**src/rtl/bst_pkg.sv**
```systemverilog
// bst_pkg: shared types and constants for the bounded set table
// no dependencies
`timescale 1ns / 1ps

package bst_pkg;

  localparam int VALUE_W  = 32;
  localparam int ACTION_W = 2;
  localparam int COUNT_W  = 5;
  localparam int CFG_W    = 5;

  localparam logic [CFG_W-1:0] CAP_RESET = CFG_W'(16);

  typedef enum logic [ACTION_W-1:0] {
    ACT_LOOKUP = 2'd0,
    ACT_INSERT = 2'd1,
    ACT_REMOVE = 2'd2,
    ACT_NONE   = 2'd3
  } action_t;

  typedef struct packed {
    logic               ok;
    logic [COUNT_W-1:0] count;
  } res_t;

endpackage

```
**src/rtl/bst_channels.sv**
```systemverilog
// bst channel interfaces: request, response and capacity write channels
// depends on bst_pkg
`timescale 1ns / 1ps

interface bst_req_if;
  logic                                valid;
  logic                                ready;
  logic [bst_pkg::ACTION_W-1:0]        action;
  logic signed [bst_pkg::VALUE_W-1:0]  value;

  modport source(output valid, action, value, input ready);
  modport sink(input valid, action, value, output ready);
endinterface

interface bst_rsp_if;
  logic                          valid;
  logic                          ready;
  logic                          ok;
  logic [bst_pkg::COUNT_W-1:0]   count;

  modport source(output valid, ok, count, input ready);
  modport sink(input valid, ok, count, output ready);
endinterface

interface bst_cfg_if;
  logic                        valid;
  logic                        ready;
  logic [bst_pkg::CFG_W-1:0]   capacity_in_use;

  modport source(output valid, capacity_in_use, input ready);
  modport sink(input valid, capacity_in_use, output ready);
endinterface

```
**src/rtl/bst_store.sv**
```systemverilog
// bst_store: entry memory, one write and one registered read per cycle
// depends on bst_pkg
`timescale 1ns / 1ps

module bst_store #(
  parameter int CAPACITY = 16,
  parameter int AW       = (CAPACITY > 1) ? $clog2(CAPACITY) : 1
) (
  input  logic                          clk,
  input  logic                          wr_en,
  input  logic [AW-1:0]                 wr_addr,
  input  logic [bst_pkg::VALUE_W-1:0]   wr_data,
  input  logic [AW-1:0]                 rd_addr,
  output logic [bst_pkg::VALUE_W-1:0]   rd_data
);
  import bst_pkg::*;

  logic [VALUE_W-1:0] mem [CAPACITY];

  always_ff @(posedge clk) begin
    if (wr_en) begin
      mem[wr_addr] <= wr_data;
    end
  end

  always_ff @(posedge clk) begin
    rd_data <= mem[rd_addr];
  end

endmodule

```
**src/rtl/bst_ctrl.sv**
```systemverilog
// bst_ctrl: sequencer with the shared equality compare, scan and shift-down
// depends on bst_pkg, bst_channels and the bst_store read/write timing
`timescale 1ns / 1ps

module bst_ctrl #(
  parameter int CAPACITY = 16,
  parameter int AW       = (CAPACITY > 1) ? $clog2(CAPACITY) : 1,
  parameter int CW       = $clog2(CAPACITY + 1)
) (
  input  logic                          clk,
  input  logic                          rst,
  bst_req_if.sink                       req,
  input  logic [bst_pkg::CFG_W-1:0]     cap,
  output logic [AW-1:0]                 rd_addr,
  input  logic [bst_pkg::VALUE_W-1:0]   rd_data,
  output logic                          wr_en,
  output logic [AW-1:0]                 wr_addr,
  output logic [bst_pkg::VALUE_W-1:0]   wr_data,
  output bst_pkg::res_t                 res,
  output logic                          res_valid,
  input  logic                          res_ready
);
  import bst_pkg::*;

  localparam int LW = (CW > CFG_W) ? CW : CFG_W;
  localparam logic [LW-1:0] CAP_L = LW'(CAPACITY);

  typedef enum logic [5:0] {
    S_IDLE     = 6'b000001,
    S_FETCH    = 6'b000010,
    S_CHECK    = 6'b000100,
    S_RESOLVE  = 6'b001000,
    S_SHIFT_RD = 6'b010000,
    S_SHIFT_WR = 6'b100000
  } state_t;

  state_t              state, state_next;
  logic                finish, finish_next;
  action_t             action;
  logic [VALUE_W-1:0]  value;
  logic [CW-1:0]       idx, idx_next;
  logic [CW-1:0]       held_count, held_count_next;
  logic                found, found_next;
  logic                ok, ok_next;
  logic [CW-1:0]       idx_inc;
  logic [LW-1:0]       cap_ext, limit, cnt_ext;
  logic                has_room;

  assign idx_inc  = idx + CW'(1);
  assign cap_ext  = LW'(cap);
  assign cnt_ext  = LW'(held_count);
  assign limit    = (cap_ext > CAP_L) ? CAP_L : cap_ext;
  assign has_room = cnt_ext < limit;

  assign req.ready = (state == S_IDLE) && !finish;
  assign res_valid = finish;
  assign res.ok    = ok;
  assign res.count = COUNT_W'(held_count);

  assign rd_addr = (state == S_SHIFT_RD) ? idx_inc[AW-1:0] : idx[AW-1:0];

  always_comb begin
    state_next      = state;
    finish_next     = finish;
    idx_next        = idx;
    held_count_next = held_count;
    found_next      = found;
    ok_next         = ok;
    wr_en           = 1'b0;
    wr_addr         = idx[AW-1:0];
    wr_data         = rd_data;
    case (state)
      S_IDLE: begin
        if (finish) begin
          if (res_ready) begin
            finish_next = 1'b0;
          end
        end else if (req.valid) begin
          idx_next   = '0;
          found_next = 1'b0;
          ok_next    = 1'b0;
          if (held_count != '0 && action_t'(req.action) != ACT_NONE) begin
            state_next = S_FETCH;
          end else begin
            state_next = S_RESOLVE;
          end
        end
      end
      S_FETCH: begin
        state_next = S_CHECK;
      end
      S_CHECK: begin
        if (rd_data == value) begin
          found_next = 1'b1;
          state_next = S_RESOLVE;
        end else if (idx_inc == held_count) begin
          state_next = S_RESOLVE;
        end else begin
          idx_next   = idx_inc;
          state_next = S_FETCH;
        end
      end
      S_RESOLVE: begin
        state_next  = S_IDLE;
        finish_next = 1'b1;
        case (action)
          ACT_LOOKUP: begin
            ok_next = found;
          end
          ACT_INSERT: begin
            if (!found && has_room) begin
              wr_en           = 1'b1;
              wr_addr         = held_count[AW-1:0];
              wr_data         = value;
              held_count_next = held_count + CW'(1);
              ok_next         = 1'b1;
            end
          end
          ACT_REMOVE: begin
            if (found) begin
              ok_next = 1'b1;
              if (idx_inc < held_count) begin
                state_next  = S_SHIFT_RD;
                finish_next = 1'b0;
              end else begin
                held_count_next = held_count - CW'(1);
              end
            end
          end
          default: begin
            ok_next = 1'b0;
          end
        endcase
      end
      S_SHIFT_RD: begin
        state_next = S_SHIFT_WR;
      end
      S_SHIFT_WR: begin
        wr_en    = 1'b1;
        idx_next = idx_inc;
        if (idx_inc + CW'(1) < held_count) begin
          state_next = S_SHIFT_RD;
        end else begin
          held_count_next = held_count - CW'(1);
          state_next      = S_IDLE;
          finish_next     = 1'b1;
        end
      end
      default: begin
        state_next = S_IDLE;
      end
    endcase
  end

  always_ff @(posedge clk) begin
    if (rst) begin
      state      <= S_IDLE;
      finish     <= 1'b0;
      held_count <= '0;
    end else begin
      state      <= state_next;
      finish     <= finish_next;
      held_count <= held_count_next;
    end
  end

  always_ff @(posedge clk) begin
    idx   <= idx_next;
    found <= found_next;
    ok    <= ok_next;
    if (req.valid && req.ready) begin
      action <= action_t'(req.action);
      value  <= req.value;
    end
  end

endmodule

```
**src/rtl/bounded_set_table_core.sv**
```systemverilog
// bounded_set_table_core: top level, capacity register, response register
// depends on bst_pkg, bst_channels, bst_store and bst_ctrl
//
//  channel  dir  fields                  meaning
//  req      in   action, value           lookup / insert / remove of one value
//  rsp      out  ok, count               outcome and element count after it
//  cfg      in   capacity_in_use         element limit, saturates at CAPACITY
//
// a request other than ACT_NONE scans the entries one at a time in the single
// compare unit, stopping at a match or after the last one, then resolves; a
// remove then shifts each later entry down through the store's two ports
// reset empties the set and sets the limit to 16; no clearing pass is needed
// req.ready is low while a request is in work or its response cannot move on
// the response register holds one result so the sequencer can take the next request while rsp is stalled
`timescale 1ns / 1ps

module bounded_set_table_core #(
  parameter int CAPACITY = 16
) (
  input  logic     clk,
  input  logic     rst,
  bst_req_if.sink  req,
  bst_rsp_if.source rsp,
  bst_cfg_if.sink  cfg
);
  import bst_pkg::*;

  localparam int AW = (CAPACITY > 1) ? $clog2(CAPACITY) : 1;
  localparam int CW = $clog2(CAPACITY + 1);

  logic [CFG_W-1:0]    cap;
  logic [AW-1:0]       rd_addr, wr_addr;
  logic [VALUE_W-1:0]  rd_data, wr_data;
  logic                wr_en;
  res_t                res;
  logic                res_valid, res_ready;
  logic                rsp_valid;
  res_t                rsp_data;

  assign cfg.ready = 1'b1;

  always_ff @(posedge clk) begin
    if (rst) begin
      cap <= CAP_RESET;
    end else if (cfg.valid) begin
      cap <= cfg.capacity_in_use;
    end
  end

  bst_store #(.CAPACITY(CAPACITY), .AW(AW)) u_store (
    .clk     (clk),
    .wr_en   (wr_en),
    .wr_addr (wr_addr),
    .wr_data (wr_data),
    .rd_addr (rd_addr),
    .rd_data (rd_data)
  );

  bst_ctrl #(.CAPACITY(CAPACITY), .AW(AW), .CW(CW)) u_ctrl (
    .clk       (clk),
    .rst       (rst),
    .req       (req),
    .cap       (cap),
    .rd_addr   (rd_addr),
    .rd_data   (rd_data),
    .wr_en     (wr_en),
    .wr_addr   (wr_addr),
    .wr_data   (wr_data),
    .res       (res),
    .res_valid (res_valid),
    .res_ready (res_ready)
  );

  // response register
  assign res_ready = !rsp_valid || rsp.ready;

  always_ff @(posedge clk) begin
    if (rst) begin
      rsp_valid <= 1'b0;
    end else if (res_ready) begin
      rsp_valid <= res_valid;
    end
  end

  always_ff @(posedge clk) begin
    if (res_ready && res_valid) begin
      rsp_data <= res;
    end
  end

  assign rsp.valid = rsp_valid;
  assign rsp.ok    = rsp_data.ok;
  assign rsp.count = rsp_data.count;

  a_busy_after_accept: assert property (@(posedge clk) disable iff (rst)
    req.valid && req.ready |=> !req.ready)
    else $error("accepted a request while one was in work");

  a_result_lands: assert property (@(posedge clk) disable iff (rst)
    res_valid && res_ready |=> rsp.valid)
    else $error("handed-off result missing from response register");

  a_count_bound: assert property (@(posedge clk) disable iff (rst)
    rsp.valid |-> (CAPACITY > 31) || (int'(rsp.count) <= CAPACITY))
    else $error("count above capacity");

endmodule

```
**src/flat_wrapper.sv**
```systemverilog
// flat-port wrapper written by rule: the top's interface ports become plain ports
module bounded_set_table_core_flat import bst_pkg::*;
#(
  parameter int CAPACITY = 16
)
  (clk, rst, req_valid, req_action, req_value, req_ready, rsp_valid, rsp_ok, rsp_count, rsp_ready, cfg_valid, cfg_capacity_in_use, cfg_ready);
  bst_req_if req_i ();
  bst_rsp_if rsp_i ();
  bst_cfg_if cfg_i ();
  input  logic clk;
  input  logic rst;
  input wire logic [$bits(req_i.valid)-1:0] req_valid;
  input wire logic [$bits(req_i.action)-1:0] req_action;
  input wire logic [$bits(req_i.value)-1:0] req_value;
  output wire logic [$bits(req_i.ready)-1:0] req_ready;
  output wire logic [$bits(rsp_i.valid)-1:0] rsp_valid;
  output wire logic [$bits(rsp_i.ok)-1:0] rsp_ok;
  output wire logic [$bits(rsp_i.count)-1:0] rsp_count;
  input wire logic [$bits(rsp_i.ready)-1:0] rsp_ready;
  input wire logic [$bits(cfg_i.valid)-1:0] cfg_valid;
  input wire logic [$bits(cfg_i.capacity_in_use)-1:0] cfg_capacity_in_use;
  output wire logic [$bits(cfg_i.ready)-1:0] cfg_ready;
  assign req_i.valid = req_valid;
  assign req_i.action = req_action;
  assign req_i.value = req_value;
  assign req_ready = req_i.ready;
  assign rsp_valid = rsp_i.valid;
  assign rsp_ok = rsp_i.ok;
  assign rsp_count = rsp_i.count;
  assign rsp_i.ready = rsp_ready;
  assign cfg_i.valid = cfg_valid;
  assign cfg_i.capacity_in_use = cfg_capacity_in_use;
  assign cfg_ready = cfg_i.ready;
  bounded_set_table_core #(.CAPACITY(CAPACITY)) u_core (.clk(clk), .rst(rst), .req(req_i), .rsp(rsp_i), .cfg(cfg_i));
endmodule
```
**config.mk**
```make
export PLATFORM = sky130hd
export DESIGN_NAME = bounded_set_table_core_flat
export DESIGN_NICKNAME = d
export VERILOG_FILES = /design/src/rtl/bst_pkg.sv /design/src/rtl/bst_channels.sv /design/src/rtl/bst_store.sv /design/src/rtl/bst_ctrl.sv /design/src/rtl/bounded_set_table_core.sv /design/src/flat_wrapper.sv
export SDC_FILE = /design/constraint.sdc
export NUM_CORES = 1
export LEC_CHECK = 0
export BUFFER_PORTS_ARGS = -buffer_cell sky130_fd_sc_hd__buf_2
export CAP_MARGIN = 25
export CORE_UTILIZATION = 63
export CTS_CLUSTER_SIZE = 10
export DETAILED_ROUTE_END_ITERATION = 10
export PLACE_DENSITY_LB_ADDON = 0.05
export SYNTH_ARGS = -nofsm -noshare
export SYNTH_HDL_FRONTEND = slang
export SYNTH_SLANG_ARGS = --single-unit
```
**constraint.sdc**
```tcl
create_clock -name clk -period 5.2 [get_ports clk]
set_input_delay 1.04 -clock clk [delete_from_list [all_inputs] [get_ports clk]]
set_output_delay 1.04 -clock clk [all_outputs]
set_load 0.01 [all_outputs]
```
# --- Word-level counts from Yosys, hierarchy flattened ---
# Memory sizes are Yosys's and may differ from the RTL's. A register that Yosys moved wholly into a read port is not among the register bits.
# Index checks and enable logic that the tools add are counted.
totals:
  reg_bits: 65
  ramBits: 512
  out_inout_bits: 9
  wordCells: 113
  n_memories: 1
classes:
  add_sub_neg: 4
  n_lt_le_gt_ge: 4
  n_eq_ne: 21
  n_mux: 49
  n_reduce_logical: 22
mem_list:
  columns: ["name", "depth", "width", "rd", "rd_ports_with_merged_regs", "write_ports", "line_no", "text"]
  rows:
  - ["u_core.u_store.mem", 16, 32, 1, 1, 1, "bst_store.sv:18", "logic [VALUE_W-1:0] mem [CAPACITY];"]
ops:
  columns: ["cell", "count"]
  rows:
  - ["$mux 32", 3]
  - ["$mux 5", 13]
  - ["$pmux 6 s6", 1]
  - ["$eq 32x32->1", 1]
  - ["$mux 4", 7]
  - ["$pmux 5 s2", 2]
  - ["$add 5x1->5 const B", 3]
  - ["$lt 5x5->1", 3]
  - ["$mux 1", 15]
  - ["$pmux 5 s3", 1]
  - ["$ne 2x2->1 const B", 7]
  - ["$mux 6", 2]
  - ["$reduce_and 5->1", 2]
  - ["$ne 3x3->1 const B", 3]
  - ["$eq 6x1->1 const B", 1]
  - ["$eq 6x2->1 const B", 1]
  - ["$eq 6x3->1 const B", 1]
  - ["$eq 6x4->1 const B", 1]
  - ["$eq 6x5->1 const B", 1]
  - ["$eq 6x6->1 const B", 1]
  - ["$pmux 1 s2", 3]
  - ["$pmux 1 s3", 2]
  - ["$reduce_and 6->1", 1]
  - ["$reduce_bool 2->1", 3]
  - ["other kinds (14)", 22]

# --- Depth between registers and ports, before layout ---
logic_depth:
  word_depth: 9
  ltp_mapped: 15
  ltp_nobuf: 11

# --- By module ---
# From an unflattened synthesis, not the netlist that was laid out.
hier_totals:
  hier_cells: 1180
  hier_area_um2: 23666.4
by_module_without_submodules:
  columns: ["mod", "instances", "cells_each", "area_per_inst_um2", "seq_area_each_um2"]
  rows:
  - ["bst_store", 1, 838, 19835.3, 16015.4]
  - ["bst_ctrl", 1, 313, 3417.0, 1471.4]
  - ["bounded_set_table_core", 1, 29, 414.1, 300.3]

# --- Worst setup path after synthesis ---
# Ideal clock, no wire load.
synth_timing:
  kind: "register to register"
  from: "register u_core.u_ctrl.idx[0]"
  to: "register u_core.u_ctrl.held_count[3] (netlist: u_core.u_ctrl.cnt_ext[3])"
  setup_ns: 0.121
  arrival_time_ns: 3.715
  required_ns: 5.079
  slack_ns: 1.365
  path_stages_with_launch: 16
  period_less_slack_ns: 3.835
  cell_sequence: "edfxtp_1 buf_2 inv_1 clkbuf_1 buf_1 ha_1 clkbuf_1 clkbuf_1 nor3_1 xor2_1 ha_1 o21ai_0 a21oi_1 nor3_1 a211oi_1 mux2_2"
synth_via:
  elab_chain_len: 5
  elab_cells_between_ends: 7
synth_lines:
  columns: ["element", "line_no", "text"]
  rows:
  - ["start, declared", "bst_ctrl.sv:41", "logic [CW-1:0] idx, idx_next;"]
  - ["start signal, assigned", "bst_ctrl.sv:168", "idx <= idx_next;"]
  - ["$add 5x1->5 (*)", "bst_ctrl.sv:49", "assign idx_inc = idx + CW'(1);"]
  - ["via u_core.u_ctrl.idx_inc[0]", "bst_ctrl.sv:45", "logic [CW-1:0] idx_inc;"]
  - ["$add 5x1->5", "bst_ctrl.sv:141", "if (idx_inc + CW'(1) < held_count) begin"]
  - ["$lt 5x5->1", "bst_ctrl.sv:141", null]
  - ["$ne 2x2->1 (no source line)", null, null]
  - ["$reduce_and 6->1 (no source line) (*)", null, null]
  - ["end signal, assigned", "bst_ctrl.sv:163", "held_count <= held_count_next;"]
  - ["end, declared", "bst_ctrl.sv:42", "logic [CW-1:0] held_count, held_count_next;"]
# Mark *: on every way through the listed nets, which the timed path passes. The rest lies on a longest branch.
# A chain may end at the register's enable or synchronous reset.

# --- Worst setup path in the final report ---
layout_timing:
  from: "register u_core.u_ctrl.state[5]"
  to: "memory u_core.u_store.mem[8][30] (enable)"
layout_via:
  elab_chain_len: 4
  elab_cells_between_ends: 6
layout_lines:
  columns: ["element", "line_no", "text"]
  rows:
  - ["start, declared", "bst_ctrl.sv:37", "state_t state, state_next;"]
  - ["start signal, assigned", "bst_ctrl.sv:161", "state <= state_next;"]
  - ["$eq 6x6->1 / $eq 6x4->1 (equally long branches)", "bst_ctrl.sv:72", "case (state)"]
  - ["$pmux 1 s2", "bst_ctrl.sv:72", null]
  - ["$mux 1", "bst_store.sv:21", "if (wr_en) begin"]
  - ["$mux 1 (not written as such)", "bst_store.sv:22", "mem[wr_addr] <= wr_data;"]
  - ["end, declared", "bst_store.sv:18", null]
# Several ways; a longest one is shown, not always the timed one.

==> flow_metrics.tcl <==
set metrics [dict create \
    status "finished clean" \
    synth-edff-count 559 \
    async_flop_share_pct 0 \
    drive_above_1_share_pct 16.3 \
    dp_hpwl_um 42100 \
    fin_crit_ps 4280 \
    power.switching_mw 4.15 \
    cts_setup_buffers 0 \
    cp_slowest_cell "nor3_2" \
    first_iter_violations 1961 \
    setup.worst_path.end_class "flop" \
    whs_path_depth 0 \
    clk_pin_slew_ps 60 \
    path_max_fanout 21 \
    r2r_start "u_core.u_ctrl.state[5]" \
    crit_type "flop to flop" \
    h-tree-depth 3 \
    cts_tree "built" \
    critPathLaunchType "flop" \
    antenna_found_initial 4 \
    root_buffer "clkbuf_16" \
    area_delta_synth_final_pct 11.8 \
    core_um2 42100 \
    layout_common_cells "edfxtp_1, mux2i_1, nand2_1" \
    grt_pass1_wl_um 102000 \
    syn_nets 1884 \
    fillers 2783 \
    ys.warnings.count 0 \
    wl_per_cell_um 28.2 \
    critPathRequiredTime_ps 5470 \
    final_core_util_pct 71.6 \
    routed_wirelength_um 68800 \
    fmaxAchievable_ghz 0.234 \
    dieHeight_um 209 \
    skew_ps 20.3 \
    first_global_vias 16366 \
    grt_max_degree 96 \
    gp_congestion 0.904 \
    r2r_cells 6 \
    hold_viol 0 \
    cellPowerDensity_nw_per_um2 463 \
    die_area_um2 43700 \
    num_vias 16531 \
    arrival_ps 4550 \
    rsz0062_at_grt "false" \
    start_util_pct 64.1 \
    relSlewSlack_pct 27.6 \
    tightest_slew_ps 1080 \
    rows 75 \
    seqPwrFrac_pct 44.7 \
    irDropWorstVdd_v 0.000318 \
    seq_area_frac_synth_pct 65.9 \
    path_buf_inv 1 \
    hp-class "flop to flop" \
    ant_nets 0 \
    syn_area_um2 27000 \
    yosys_register_bits 609 \
    min-delay-start "u_core.u_ctrl.ok" \
    place_ws_ps 973 \
    r2r_end "u_core.u_store.mem[8][30]" \
    cts_buffers 72 \
    cts_resized 0 \
    max_stage_delay_ps 800 \
    cp_cell_sequence "nor4_4 -> nand2_1 -> nor3_2 -> a32oi_1 -> nor2_4 -> buf_4" \
    drv_cap 0 \
    finalCritPeriodShare_pct 82.4 \
    syn_inst 1816 \
    comb_power_share_pct 22.7 \
    fin_setup_tns_ps 0 \
    p_leak_nw 10.4 \
    place.port_buffers 51 \
    chipWidth_um 209 \
    setup_ws_ps 918 \
    p_sw_share_pct 29.7 \
    io_pins 53 \
    hold_end "u_core.rsp.ok" \
    cpLargestDelayFamily "simple AND/OR/NAND/NOR gates" \
    cts_hold_buf 0 \
    setup_viol 0 \
    clkPwrFrac_pct 32.6 \
    vias_per_cell 6.78 \
    firstDrtPassIters 5 \
    overflow 0 \
    p_int_mw 9.84 \
    cts.sinks 609 \
    ys_types 63 \
    cts_buffer_depth 3 \
    synth-main-ff-cell "edfxtp_1" \
    drv_slew 0 \
    drc 0 \
    num-nets-final 1921 \
    final_common_cell "edfxtp_1" \
    clkLatencyLatePin_ps 590 \
    rrSetupSlack_ps 920 \
    syn_area_per_cell_um2 14.9 \
    grt_usage_pct 31.9 \
]
-- power by group through the flow --
| stage | registers [mW] | logic, mW | clock network, mW |
|---|---|---|---|
| 2_1_floorplan | 6.26 | 2.07 | 0 |
| 3_3_place_gp | 6.34 | 3.02 | 0 |
| 3_5_place_dp | 6.35 | 3.11 | 0 |
| 4_1_cts | 6.25 | 3.12 | 4.59 |
| 5_1_grt | 6.27 | 3.35 | 4.77 |
| 6_report | 6.26 | 3.18 | 4.55 |
-- layer usage --
layer / vias to the layer above / track usage (%) / routed length [um]
met5: - / 0 / 0
met4: 0 / 10.8 / 1780
met3: 106 / 5.47 / 6050
met2: 738 / 48.5 / 31800
met1: 8422 / 46.9 / 29100
li1: 7265 / - / -
-- stage by stage --
stage	hold WS [ps]	power, mW	cell area [um2]	std cells
3_3_place_gp	402	9.36	27900	2311
2_1_floorplan	400	8.33	27000	1816
3_5_place_dp	421	9.45	28000	2315
6_report	425	14.0	30200	2438
4_1_cts	432	14.0	30100	2434
5_1_grt	441	14.4	30200	2437
-- how the worst max path moves through the flow --
stage | start | to | slack (ps) | depth (start not counted)
floorplan | u_core.u_ctrl.idx[0] | u_core.u_ctrl.cnt_ext[3] | 1360 | 15
detailed placement | u_core.u_ctrl.state[5] | u_core.u_store.mem[10][31] | 970 | 6
global route | u_core.u_ctrl.state[5] | u_core.u_store.mem[10][0] | 660 | 6
CTS | u_core.u_ctrl.state[5] | u_core.u_store.mem[8][30] | 970 | 6
finish | u_core.u_ctrl.state[5] | u_core.u_store.mem[8][30] | 920 | 6
global placement | u_core.u_ctrl.state[5] | u_core.u_store.mem[8][30] | 1080 | 6
-- cells in the mapped netlist (34+ instances only) --
library cell / instances / area (um2)
nand2_1: 143 / 537
mux2_2: 66 / 743
and3_1: 69 / 432
nor3_1: 42 / 210
nor2_1: 44 / 165
a21oi_1: 41 / 205
nand3_1: 43 / 215
mux2i_1: 257 / 2570
a32oi_1: 34 / 298
edfxtp_1: 559 / 16800
xnor2_1: 39 / 342
a2111oi_0: 55 / 482
clkbuf_1: 98 / 368
dfxtp_1: 50 / 1000
-- cell type report --
class	count	area, um2	area share (%)
sequential	609	17800	58.9
inverter	21	78.8	0.261
clock inverter	5	67.6	0.224
antenna	1	2.50	0.00829
tap	539	674	2.23
clock buffer	114	2020	6.70
timing repair buffer	91	728	2.41
multi-input combinational	1058	8830	29.2
-- sequential cells by signal, summed over array words and instances (netlist names) --
register                 cells
u_core.u_ctrl.value         32
u_core.u_ctrl.action         2
u_core.u_ctrl.idx            5
u_core.u_store.mem         512
u_core.rsp.valid             1
u_core.u_store.rd_data      32
u_core.cap                   5
u_core.u_ctrl.state          6
u_core.u_ctrl.found          1
u_core.rsp.count             5
u_core.rsp.ok                1
u_core.u_ctrl.res_valid      1
u_core.u_ctrl.cnt_ext        5
u_core.u_ctrl.ok             1
-- kinds of logic (layout without fill, tap and decap cells) --
| group | count (synthesis) | after routing | share of synthesized area, % |
|---|---|---|---|
| adders and majority gates | 24 | 24 | 1.11 |
| xor gates and xnor gates | 44 | 44 | 1.43 |
| DFF | 609 | 609 | 65.9 |
| buffers and inverters | 149 | 231 | 2.28 |
| AOI/OAI and AO/OA | 249 | 249 | 7.38 |
| muxes | 355 | 355 | 15.0 |
| and+or+nand+nor | 385 | 385 | 6.94 |
| other | 1 | 2 | 0.0139 |
Note: power is estimated with default switching activity, not from simulation.
